**src/hdl/xbr_pkg.sv**
```systemverilog
// ----------------------------------------------------------------------------
// xbr_pkg
// shared types and constants of the xorshift bounded random unit
// ----------------------------------------------------------------------------
package xbr_pkg;

  localparam int OP_W   = 2;
  localparam int RAW_W  = 32;
  localparam int SPAN_W = RAW_W + 1;
  localparam int SHORT_W = 16;
  localparam int BYTE_W  = 8;

  localparam logic [RAW_W-1:0] START_A = 32'd123456789;
  localparam logic [RAW_W-1:0] START_B = 32'd362436069;
  localparam logic [RAW_W-1:0] START_C = 32'd521288629;
  localparam logic [RAW_W-1:0] START_D = 32'd88675123;
  localparam logic [BYTE_W-1:0] BYTE_FLIP = 8'hFF;

  typedef enum logic [OP_W-1:0] {
    OP_LONG = 2'd0,
    OP_WORD = 2'd1,
    OP_BYTE = 2'd2,
    OP_NONE = 2'd3
  } op_t;

  // one classified request: raw draw, modulus, offset and result width
  typedef struct packed {
    op_t               width;
    logic [RAW_W-1:0]  raw;
    logic [SPAN_W-1:0] span;
    logic [RAW_W-1:0]  low;
  } job_t;

  typedef struct packed {
    logic push;
    job_t job;
  } push_t;

  typedef struct packed {
    logic valid;
    job_t job;
  } head_t;

endpackage

```
**src/hdl/xbr_req_if.sv**
```systemverilog
// ----------------------------------------------------------------------------
// xbr_req_if
// request channel: operation and range bounds with valid/ready
// ----------------------------------------------------------------------------
interface xbr_req_if;
  import xbr_pkg::*;

  logic                valid;
  logic                ready;
  logic [OP_W-1:0]     operation;
  logic [RAW_W-1:0]    range_low;
  logic [RAW_W-1:0]    range_high;

  modport source (output valid, operation, range_low, range_high, input ready);
  modport sink   (input valid, operation, range_low, range_high, output ready);
endinterface

```
**src/hdl/xbr_rsp_if.sv**
```systemverilog
// ----------------------------------------------------------------------------
// xbr_rsp_if
// result channel: bounded random value with valid/ready
// ----------------------------------------------------------------------------
interface xbr_rsp_if;
  import xbr_pkg::*;

  logic             valid;
  logic             ready;
  logic [RAW_W-1:0] value;

  modport source (output valid, value, input ready);
  modport sink   (input valid, value, output ready);
endinterface

```
**src/hdl/xbr_front.sv**
```systemverilog
// ----------------------------------------------------------------------------
// xbr_front
// request intake: steps the generators and classifies each transaction
// ----------------------------------------------------------------------------
module xbr_front (
  input  logic                  clk,
  input  logic                  rst_n,
  input  logic                  cfg_we,
  input  logic [31:0]           cfg_wdata,
  input  logic                  q_full,
  xbr_req_if.sink               in_req,
  output xbr_pkg::push_t        push_o
);
  import xbr_pkg::*;

  logic [RAW_W-1:0]   la_r, lb_r, lc_r;
  logic [SHORT_W-1:0] sa_r, sb_r, sc_r, sd_r;

  logic [RAW_W-1:0]   seed_src;
  logic [RAW_W-1:0]   load_a, load_b, load_c, load_d;
  logic [RAW_W-1:0]   t1, t2, t3, lc_nxt;
  logic [SHORT_W-1:0] ts, sd_nxt;
  logic [RAW_W-1:0]   sd_wide;
  logic [RAW_W-1:0]   gap_long;
  logic [SHORT_W-1:0] gap_word;
  logic [BYTE_W-1:0]  gap_byte;
  op_t                op;
  logic               accept;
  job_t               job;

  assign in_req.ready = !q_full;
  assign accept       = in_req.valid && !q_full;
  assign op           = op_t'(in_req.operation);

  // reload values: reset behaves as a seed of zero
  assign seed_src = rst_n ? cfg_wdata : '0;
  assign load_a   = START_A + seed_src;
  assign load_b   = START_B + seed_src;
  assign load_c   = START_C + seed_src;
  assign load_d   = START_D + seed_src;

  // bound differences, each wrapping at its own width
  assign gap_long = in_req.range_high - in_req.range_low;
  assign gap_word = in_req.range_high[SHORT_W-1:0] - in_req.range_low[SHORT_W-1:0];
  assign gap_byte = in_req.range_high[BYTE_W-1:0] - in_req.range_low[BYTE_W-1:0];

  // 32-bit three-word step
  always_comb begin
    t1     = la_r ^ (la_r << 16);
    t2     = t1 ^ (t1 >> 5);
    t3     = t2 ^ (t2 << 1);
    lc_nxt = t3 ^ lb_r ^ lc_r;
  end

  // 16-bit four-word step; the d>>19 term is zero at this width
  always_comb begin
    ts      = sa_r ^ (sa_r << 11);
    sd_wide = {{(RAW_W-SHORT_W){1'b0}}, sd_r} >> 19;
    sd_nxt  = sd_r ^ sd_wide[SHORT_W-1:0] ^ ts ^ (ts >> 8);
  end

  always_comb begin
    job.width = op;
    case (op)
      OP_LONG: begin
        job.raw  = lc_nxt;
        job.span = {1'b0, gap_long} + SPAN_W'(1);
        job.low  = in_req.range_low;
      end
      OP_WORD: begin
        job.raw  = RAW_W'(sd_nxt);
        job.span = {{(SPAN_W-SHORT_W){1'b0}}, gap_word} + SPAN_W'(1);
        job.low  = RAW_W'(in_req.range_low[SHORT_W-1:0]);
      end
      OP_BYTE: begin
        job.raw  = RAW_W'(sd_nxt[BYTE_W-1:0] ^ BYTE_FLIP);
        job.span = {{(SPAN_W-BYTE_W){1'b0}}, gap_byte} + SPAN_W'(1);
        job.low  = RAW_W'(in_req.range_low[BYTE_W-1:0]);
      end
      default: begin
        job.raw  = '0;
        job.span = SPAN_W'(1);
        job.low  = '0;
      end
    endcase
  end

  assign push_o.push = accept;
  assign push_o.job  = job;

  always_ff @(posedge clk) begin
    if (!rst_n || cfg_we) begin
      la_r <= load_a;
      lb_r <= load_b;
      lc_r <= load_c;
      sa_r <= load_a[SHORT_W-1:0];
      sb_r <= load_b[SHORT_W-1:0];
      sc_r <= load_c[SHORT_W-1:0];
      sd_r <= load_d[SHORT_W-1:0];
    end else if (accept) begin
      if (op == OP_LONG) begin
        la_r <= lb_r;
        lb_r <= lc_r;
        lc_r <= lc_nxt;
      end
      if (op == OP_WORD || op == OP_BYTE) begin
        sa_r <= sb_r;
        sb_r <= sc_r;
        sc_r <= sd_r;
        sd_r <= sd_nxt;
      end
    end
  end

endmodule

```
**src/hdl/xbr_fifo.sv**
```systemverilog
// ----------------------------------------------------------------------------
// xbr_fifo
// short job queue between intake and remainder engine
// ----------------------------------------------------------------------------
module xbr_fifo #(
  parameter int DEPTH = 2
) (
  input  logic            clk,
  input  logic            rst_n,
  input  xbr_pkg::push_t  push_i,
  input  logic            pop,
  output logic            full,
  output xbr_pkg::head_t  head_o
);
  import xbr_pkg::*;

  localparam int PTR_W = (DEPTH > 1) ? $clog2(DEPTH) : 1;
  localparam int CNT_W = $clog2(DEPTH + 1);

  job_t             mem [DEPTH];
  logic [PTR_W-1:0] wr_ptr_r, rd_ptr_r;
  logic [CNT_W-1:0] cnt_r;
  logic             do_push, do_pop;

  assign full         = (cnt_r == CNT_W'(DEPTH));
  assign head_o.valid = (cnt_r != '0);
  assign head_o.job   = mem[rd_ptr_r];
  assign do_push      = push_i.push && !full;
  assign do_pop       = pop && head_o.valid;

  function automatic logic [PTR_W-1:0] ptr_inc(input logic [PTR_W-1:0] p);
    ptr_inc = (p == PTR_W'(DEPTH - 1)) ? '0 : p + PTR_W'(1);
  endfunction

  always_ff @(posedge clk) begin
    if (!rst_n) begin
      wr_ptr_r <= '0;
      rd_ptr_r <= '0;
      cnt_r    <= '0;
    end else begin
      if (do_push) begin
        mem[wr_ptr_r] <= push_i.job;
        wr_ptr_r      <= ptr_inc(wr_ptr_r);
      end
      if (do_pop) begin
        rd_ptr_r <= ptr_inc(rd_ptr_r);
      end
      case ({do_push, do_pop})
        2'b10:   cnt_r <= cnt_r + CNT_W'(1);
        2'b01:   cnt_r <= cnt_r - CNT_W'(1);
        default: cnt_r <= cnt_r;
      endcase
    end
  end

endmodule

```
**src/hdl/xbr_back.sv**
```systemverilog
// ----------------------------------------------------------------------------
// xbr_back
// bit-serial restoring remainder, offset add and result register
// ----------------------------------------------------------------------------
module xbr_back (
  input  logic            clk,
  input  logic            rst_n,
  input  xbr_pkg::head_t  head_i,
  output logic            pop,
  xbr_rsp_if.source       out_rsp
);
  import xbr_pkg::*;

  localparam int CNT_W = $clog2(RAW_W);
  localparam logic [CNT_W-1:0] LAST_STEP = CNT_W'(RAW_W - 1);

  typedef enum logic [1:0] {
    S_IDLE,
    S_RUN,
    S_ADD,
    S_DONE
  } state_t;

  state_t            state_r;
  logic [CNT_W-1:0]  cnt_r;
  logic [RAW_W-1:0]  rem_r, raw_r, low_r, out_value_r;
  logic [SPAN_W-1:0] span_r;
  op_t               width_r;
  logic              out_valid_r;

  logic [SPAN_W-1:0] shifted, diff;
  logic [RAW_W-1:0]  rem_nxt, sum, value_nxt;

  assign pop           = (state_r == S_IDLE);
  assign out_rsp.valid = out_valid_r;
  assign out_rsp.value = out_value_r;

  // one restoring step: shift in the next raw bit, subtract if it fits
  always_comb begin
    shifted = {rem_r, raw_r[RAW_W-1]};
    diff    = shifted - span_r;
    rem_nxt = (shifted >= span_r) ? diff[RAW_W-1:0] : shifted[RAW_W-1:0];
  end

  always_comb begin
    sum = low_r + rem_r;
    case (width_r)
      OP_WORD: value_nxt = RAW_W'(sum[SHORT_W-1:0]);
      OP_BYTE: value_nxt = RAW_W'(sum[BYTE_W-1:0]);
      default: value_nxt = sum;
    endcase
  end

  always_ff @(posedge clk) begin
    if (!rst_n) begin
      state_r     <= S_IDLE;
      out_valid_r <= 1'b0;
    end else begin
      case (state_r)
        S_IDLE: begin
          if (head_i.valid) begin
            raw_r   <= head_i.job.raw;
            span_r  <= head_i.job.span;
            low_r   <= head_i.job.low;
            width_r <= head_i.job.width;
            rem_r   <= '0;
            cnt_r   <= '0;
            state_r <= S_RUN;
          end
        end
        S_RUN: begin
          rem_r <= rem_nxt;
          raw_r <= raw_r << 1;
          cnt_r <= cnt_r + CNT_W'(1);
          if (cnt_r == LAST_STEP) begin
            state_r <= S_ADD;
          end
        end
        S_ADD: begin
          out_value_r <= value_nxt;
          out_valid_r <= 1'b1;
          state_r     <= S_DONE;
        end
        S_DONE: begin
          if (out_rsp.ready) begin
            out_valid_r <= 1'b0;
            state_r     <= S_IDLE;
          end
        end
        default: begin
          state_r     <= S_IDLE;
          out_valid_r <= 1'b0;
        end
      endcase
    end
  end

endmodule

```
**src/hdl/xorshift_bounded_random_unit.sv**
```systemverilog
// an accepted request is queued, then loaded by the remainder engine, run
//   through the 32-step bit-serial remainder loop and the offset add, and
//   its result is registered; the engine takes no new job until that handoff
// up to QUEUE_DEPTH requests are taken while the remainder engine is busy
// reset: generator words load their start constants with a zero seed,
//   queue empty, result channel idle; no clearing pass
// ----------------------------------------------------------------------------
// xorshift_bounded_random_unit
// two xorshift generators feeding a bounded-range reduction stage
// ----------------------------------------------------------------------------
module xorshift_bounded_random_unit #(
  parameter int QUEUE_DEPTH = 2
) (
  input  logic        clk,
  input  logic        rst_n,
  // seed write: reloads every generator word
  input  logic        cfg_we,
  input  logic [31:0] cfg_wdata,
  xbr_req_if.sink     in_req,
  xbr_rsp_if.source   out_rsp
);
  import xbr_pkg::*;

  push_t push;   // intake -> queue
  head_t head;   // queue head -> remainder engine
  logic  q_full;
  logic  pop;

  // intake: holds both generators, steps the one named by each transaction
  // and turns bounds into a modulus (33 bits so a full long span is 2^32)
  xbr_front u_front (
    .clk       (clk),
    .rst_n     (rst_n),
    .cfg_we    (cfg_we),
    .cfg_wdata (cfg_wdata),
    .q_full    (q_full),
    .in_req    (in_req),
    .push_o    (push)
  );

  // decouples intake from the slow remainder engine
  xbr_fifo #(
    .DEPTH (QUEUE_DEPTH)
  ) u_fifo (
    .clk    (clk),
    .rst_n  (rst_n),
    .push_i (push),
    .pop    (pop),
    .full   (q_full),
    .head_o (head)
  );

  // remainder engine: one raw bit per cycle, then offset add and width wrap
  xbr_back u_back (
    .clk     (clk),
    .rst_n   (rst_n),
    .head_i  (head),
    .pop     (pop),
    .out_rsp (out_rsp)
  );

endmodule

```
**src/flat_wrapper.sv**
```systemverilog
// flat-port wrapper written by rule: the top's interface ports become plain ports
module xorshift_bounded_random_unit_flat import xbr_pkg::*;
#(
  parameter int QUEUE_DEPTH = 2
)
  (clk, rst_n, cfg_we, cfg_wdata, in_req_valid, in_req_operation, in_req_range_low, in_req_range_high, in_req_ready, out_rsp_valid, out_rsp_value, out_rsp_ready);
  xbr_req_if in_req_i ();
  xbr_rsp_if out_rsp_i ();
  input  logic clk;
  input  logic rst_n;
  input  logic cfg_we;
  input  logic [31:0] cfg_wdata;
  input wire logic [$bits(in_req_i.valid)-1:0] in_req_valid;
  input wire logic [$bits(in_req_i.operation)-1:0] in_req_operation;
  input wire logic [$bits(in_req_i.range_low)-1:0] in_req_range_low;
  input wire logic [$bits(in_req_i.range_high)-1:0] in_req_range_high;
  output wire logic [$bits(in_req_i.ready)-1:0] in_req_ready;
  output wire logic [$bits(out_rsp_i.valid)-1:0] out_rsp_valid;
  output wire logic [$bits(out_rsp_i.value)-1:0] out_rsp_value;
  input wire logic [$bits(out_rsp_i.ready)-1:0] out_rsp_ready;
  assign in_req_i.valid = in_req_valid;
  assign in_req_i.operation = in_req_operation;
  assign in_req_i.range_low = in_req_range_low;
  assign in_req_i.range_high = in_req_range_high;
  assign in_req_ready = in_req_i.ready;
  assign out_rsp_valid = out_rsp_i.valid;
  assign out_rsp_value = out_rsp_i.value;
  assign out_rsp_i.ready = out_rsp_ready;
  xorshift_bounded_random_unit #(.QUEUE_DEPTH(QUEUE_DEPTH)) u_core (.clk(clk), .rst_n(rst_n), .cfg_we(cfg_we), .cfg_wdata(cfg_wdata), .in_req(in_req_i), .out_rsp(out_rsp_i));
endmodule
```
**config.mk**
```make
export PLATFORM = sky130hd
export DESIGN_NAME = xorshift_bounded_random_unit_flat
export DESIGN_NICKNAME = d
export VERILOG_FILES = /design/src/hdl/xbr_pkg.sv /design/src/hdl/xbr_req_if.sv /design/src/hdl/xbr_rsp_if.sv /design/src/hdl/xbr_front.sv /design/src/hdl/xbr_fifo.sv /design/src/hdl/xbr_back.sv /design/src/hdl/xorshift_bounded_random_unit.sv /design/src/flat_wrapper.sv
export SDC_FILE = /design/constraint.sdc
export NUM_CORES = 1
export LEC_CHECK = 0
export BUFFER_PORTS_ARGS = -buffer_cell sky130_fd_sc_hd__buf_4
export CAP_MARGIN = 0
export CORE_MARGIN = 10
export CORE_UTILIZATION = 25
export DETAILED_ROUTE_END_ITERATION = 8
export MAX_ROUTING_LAYER = met4
export RECOVER_POWER = 100
export SKIP_CTS_REPAIR_TIMING = 1
export SYNTH_ARGS = -nofsm -noshare
export SYNTH_HDL_FRONTEND = slang
export SYNTH_HIERARCHICAL = 1
export SYNTH_SLANG_ARGS = --single-unit
```
**constraint.sdc**
```tcl
create_clock -name clk -period 10.6 [get_ports clk]
set_input_delay 0.53 -clock clk [delete_from_list [all_inputs] [get_ports clk]]
set_output_delay 0.53 -clock clk [all_outputs]
set_load 0.1 [all_outputs]
```
==> flow_summary.json <==
{
  "status": "complete, but fails checks",
  "violations": "capacitance limit, slew limit",
  "die_height_um": 374,
  "irDropWorstVdd_mv": 0.136,
  "worstPathMaxFanout": 64,
  "synthTopCellsByCount": "edfxtp_1 (526), nor2_1 (294), xnor2_1 (226)",
  "skew_ns": 0.0161,
  "p_clk_share_pct": 22.9,
  "fin_crit_sh_pct": 62.2,
  "clock_sinks": 534,
  "r2r_slack_ns": 4.50,
  "core_area_mm2": 0.124,
  "required_ns": 10.77,
  "die_w_um": 374,
  "syn-num-nets": 3093,
  "cts_tree": "done",
  "critical_path_class": "in -> reg",
  "p_switching_mw": 2.82,
  "critPathLaunchType": "input pin",
  "via_per_inst": 4.77,
  "slew_violations": 808,
  "synth_area_leaders": "edfxtp_1 (50%), xnor2_1 (6.3%), mux2_2 (4.7%)",
  "fin_area_mm2": 0.0354,
  "drt-pass1-iter-count": 6,
  "ys_ff_latch": 534,
  "clock-root-buffer": "clkbuf_16",
  "rsz0062_at_grt": "no",
  "critical_path.reg2reg.startpoint": "u_core/u_fifo/cnt_r[0]",
  "setup_viol": 0,
  "cellPowerDensity_mw_per_mm2": 223,
  "crit_chain": "clkbuf_1 > and4_1 > clkbuf_1",
  "path_clk_slew_ns": 0.06,
  "ant_nets": 0,
  "synth_top_family_by_area": "compound AO/OA/AOI/OAI gates",
  "worst_path_most_repeated_cell": "clkbuf_1",
  "yosys.area_share.simple_pct": 12.0,
  "die_area_mm2": 0.140,
  "cap_viol_max_count": 18,
  "port_buffers": 136,
  "rows": 129,
  "worstHoldPathType": "in -> reg",
  "reg2reg_to": "u_core/u_fifo/mem[1][14]",
  "track_usage_pct": 12.1,
  "fin_crit_ns": 6.59,
  "grt_pass1_wl_um": 130000,
  "p_comb_share_pct": 37.9,
  "cpMaxStageDelayCell": "and4_1",
  "wl_per_cell_um": 18.5,
  "drt-total-wl_um": 86100,
  "slew_headroom_pct": -205,
  "placed_cell_area_mm2": 0.0341,
  "endpoint_kind": "flop",
  "critPathMaxStageDelay_ns": 2.64,
  "ys.flop_type": "edfxtp_1",
  "gp_congestion": 0.860,
  "num-fill-cells": 12900,
  "critPathTopFamily": "buffers and inverters",
  "swShare_pct": 35.7,
  "seqPwrFrac_pct": 39.1,
  "fin_util_pct": 28.5,
  "post_synth_num_cell_types": 99,
  "leakage_nw": 12.7,
  "synth-edff-count": 526,
  "pin_count": 137,
  "overflow": 0,
  "critical_path_buf_inv_count": 2,
  "synth_mux_area_share_pct": 6.35,
  "yosysMostFrequentCell": "edfxtp_1",
  "htree_levels": 2,
  "dp_hpwl_um": 62700,
  "drc": 0,
  "grt_max_degree": 79,
  "start_util_pct": 25.3,
  "vias": 22200,
  "arrival_ns": 6.77,
  "hold_path_depth": 2,
  "yosys.area.top_type": "edfxtp_1",
  "synthCells": 2877,
  "fmax_mhz": 152,
  "grt_pass1_vias": 21200,
  "synthXorXnorAreaFrac_pct": 8.72,
  "cts_buffers": 56,
  "min_from": "in_req_range_low[31]",
  "synth_compound_area_share_pct": 14.0,
  "antenna_found_initial": 3,
  "tns_ns": 0,
  "p_int_mw": 5.08,
  "min_to": "u_core/u_fifo/mem[1][31]",
  "syn_avg_cell_area_um2": 10.9,
  "clk_latency_ns": 0.61,
  "tightest_slew_ns": 4.58,
  "clk_path_buf_depth": 3,
  "netlist.area_leader.share_pct": 50.4,
  "stdcell_count": 4643,
  "drt-initial-drc-count": 2098,
  "placed_cells": 4546,
  "fin_nets": 3183,
  "synth_adder_area_share_pct": 4.58,
  "drive_gt1_share_pct": 10.8,
  "area_growth_syn_to_layout_pct": 12.8,
  "synthArstFlopShare_pct": 0,
  "r2r_cells": 5,
  "hold_violations": 0,
  "yosys_warnings": 6,
  "yosysSeqAreaShare_pct": 50.9,
  "syn-cell-area_mm2": 0.0314
}
flip-flops by register name (all words and copies together), names as in the netlist, named ones only:
| register | count |
|---|---|
| u_core/u_back/cnt_r | 5 |
| u_core/u_back/low_r | 32 |
| u_core/u_back/out_rsp.valid | 1 |
| u_core/u_back/out_rsp.value | 32 |
| u_core/u_back/raw_r | 32 |
| u_core/u_back/rem_r | 32 |
| u_core/u_back/span_r | 33 |
| u_core/u_back/state_r | 2 |
| u_core/u_back/width_r | 2 |
| u_core/u_fifo/cnt_r | 2 |
| u_core/u_fifo/mem | 198 |
| u_core/u_fifo/rd_ptr_r | 1 |
| u_core/u_fifo/wr_ptr_r | 1 |
| u_core/u_front/la_r | 32 |
| u_core/u_front/lb_r | 32 |
| u_core/u_front/lc_r | 32 |
| u_core/u_front/sa_r | 16 |
| u_core/u_front/sb_r | 16 |
| u_core/u_front/sc_r | 16 |
| u_core/u_front/sd_r | 16 |
cell families after synthesis:
family	Yosys count
and+or+nand+nor	804
adders and majority gates	113
buffers and inverters	269
muxes	182
DFF	534
xor gates and xnor gates	312
AOI/OAI and AO/OA	663
power groups by stage:
| stage | clock network [mW] | registers, mW | logic (mW) |
|---|---|---|---|
| 2_1_floorplan | 0 | 3.18 | 2.20 |
| 3_3_place_gp | 0 | 3.11 | 3.00 |
| 3_5_place_dp | 0 | 3.12 | 3.01 |
| 4_1_cts | 1.87 | 3.08 | 3.03 |
| 5_1_grt | 1.96 | 3.13 | 3.31 |
| 6_report | 1.81 | 3.09 | 3.00 |
routing by layer:
metal  part of all wire, %  up-vias  wire length [um]  track usage (%)
li1                      -    10700                 -                -
met1                    47    10700             40300             16.3
met2                    45      664             39000             18.8
met3                   5.6      110              4830             1.80
met4                   2.2        0              1890             3.13
met5                     0        -                 0                -
how the worst max path moves through the flow:
stage	from	endpoint	slack, ns	depth (start not counted)
final	rst_n	u_core/u_fifo/mem[1][14]	4.01	3
after detailed placement	in_req_range_low[0]	u_core/u_fifo/mem[0][60]	6.24	12
after floorplan	u_core/u_fifo/cnt_r[0]	u_core/u_fifo/mem[0][0]	1.80	6
after CTS	u_core/u_back/rem_r[1]	u_core/u_back/rem_r[21]	6.78	10
after global placement	in_req_range_low[0]	u_core/u_fifo/mem[0][60]	6.30	12
after global routing	rst_n	u_core/u_fifo/mem[1][18]	3.38	3
area by class of cell:
class | instances | area, um^2 | share of cell area, %
Sequential cell | 534 | 16000 | 45.1
Multi-Input combinational cell | 2074 | 14200 | 40.2
Tap cell | 1637 | 2050 | 5.79
Clock buffer | 70 | 1480 | 4.17
Timing Repair Buffer | 166 | 1030 | 2.91
Inverter | 135 | 507 | 1.43
Clock inverter | 25 | 151 | 0.428
Antenna cell | 2 | 5.00 | 0.0141
metrics by stage:
stage          total power [mW]  hold slack, ns  setup WS, ns
5_1_grt                    8.40           0.251          3.38
3_3_place_gp               6.10           0.494          6.30
2_1_floorplan              5.38           0.466          1.80
6_report                   7.90           0.279          4.01
3_5_place_dp               6.13           0.506          6.24
4_1_cts                    7.98           0.134          6.78
cell usage in the layout (no fill, tap or decap), types with 18 or more instances in the layout:
cell and n:
a211oi_1 20, a21o_1 68, a21oi_1 181, and2_1 20, and3_1 28, buf_4 107
clkbuf_1 71, clkbuf_16 57, edfxtp_1 526, ha_1 110, inv_1 131, mux2_1 20
mux2_2 113, mux2i_1 49, nand2_1 214, nand2b_1 18, nand3_1 48, nand4_1 24
nor2_1 295, nor2b_1 18, nor3_1 46, nor4_1 18, o211ai_1 29, o21a_1 37
o21ai_0 134, o21bai_1 20, o22ai_1 23, xnor2_1 226, xor2_1 86
Power figures use the tool's default switching activity.
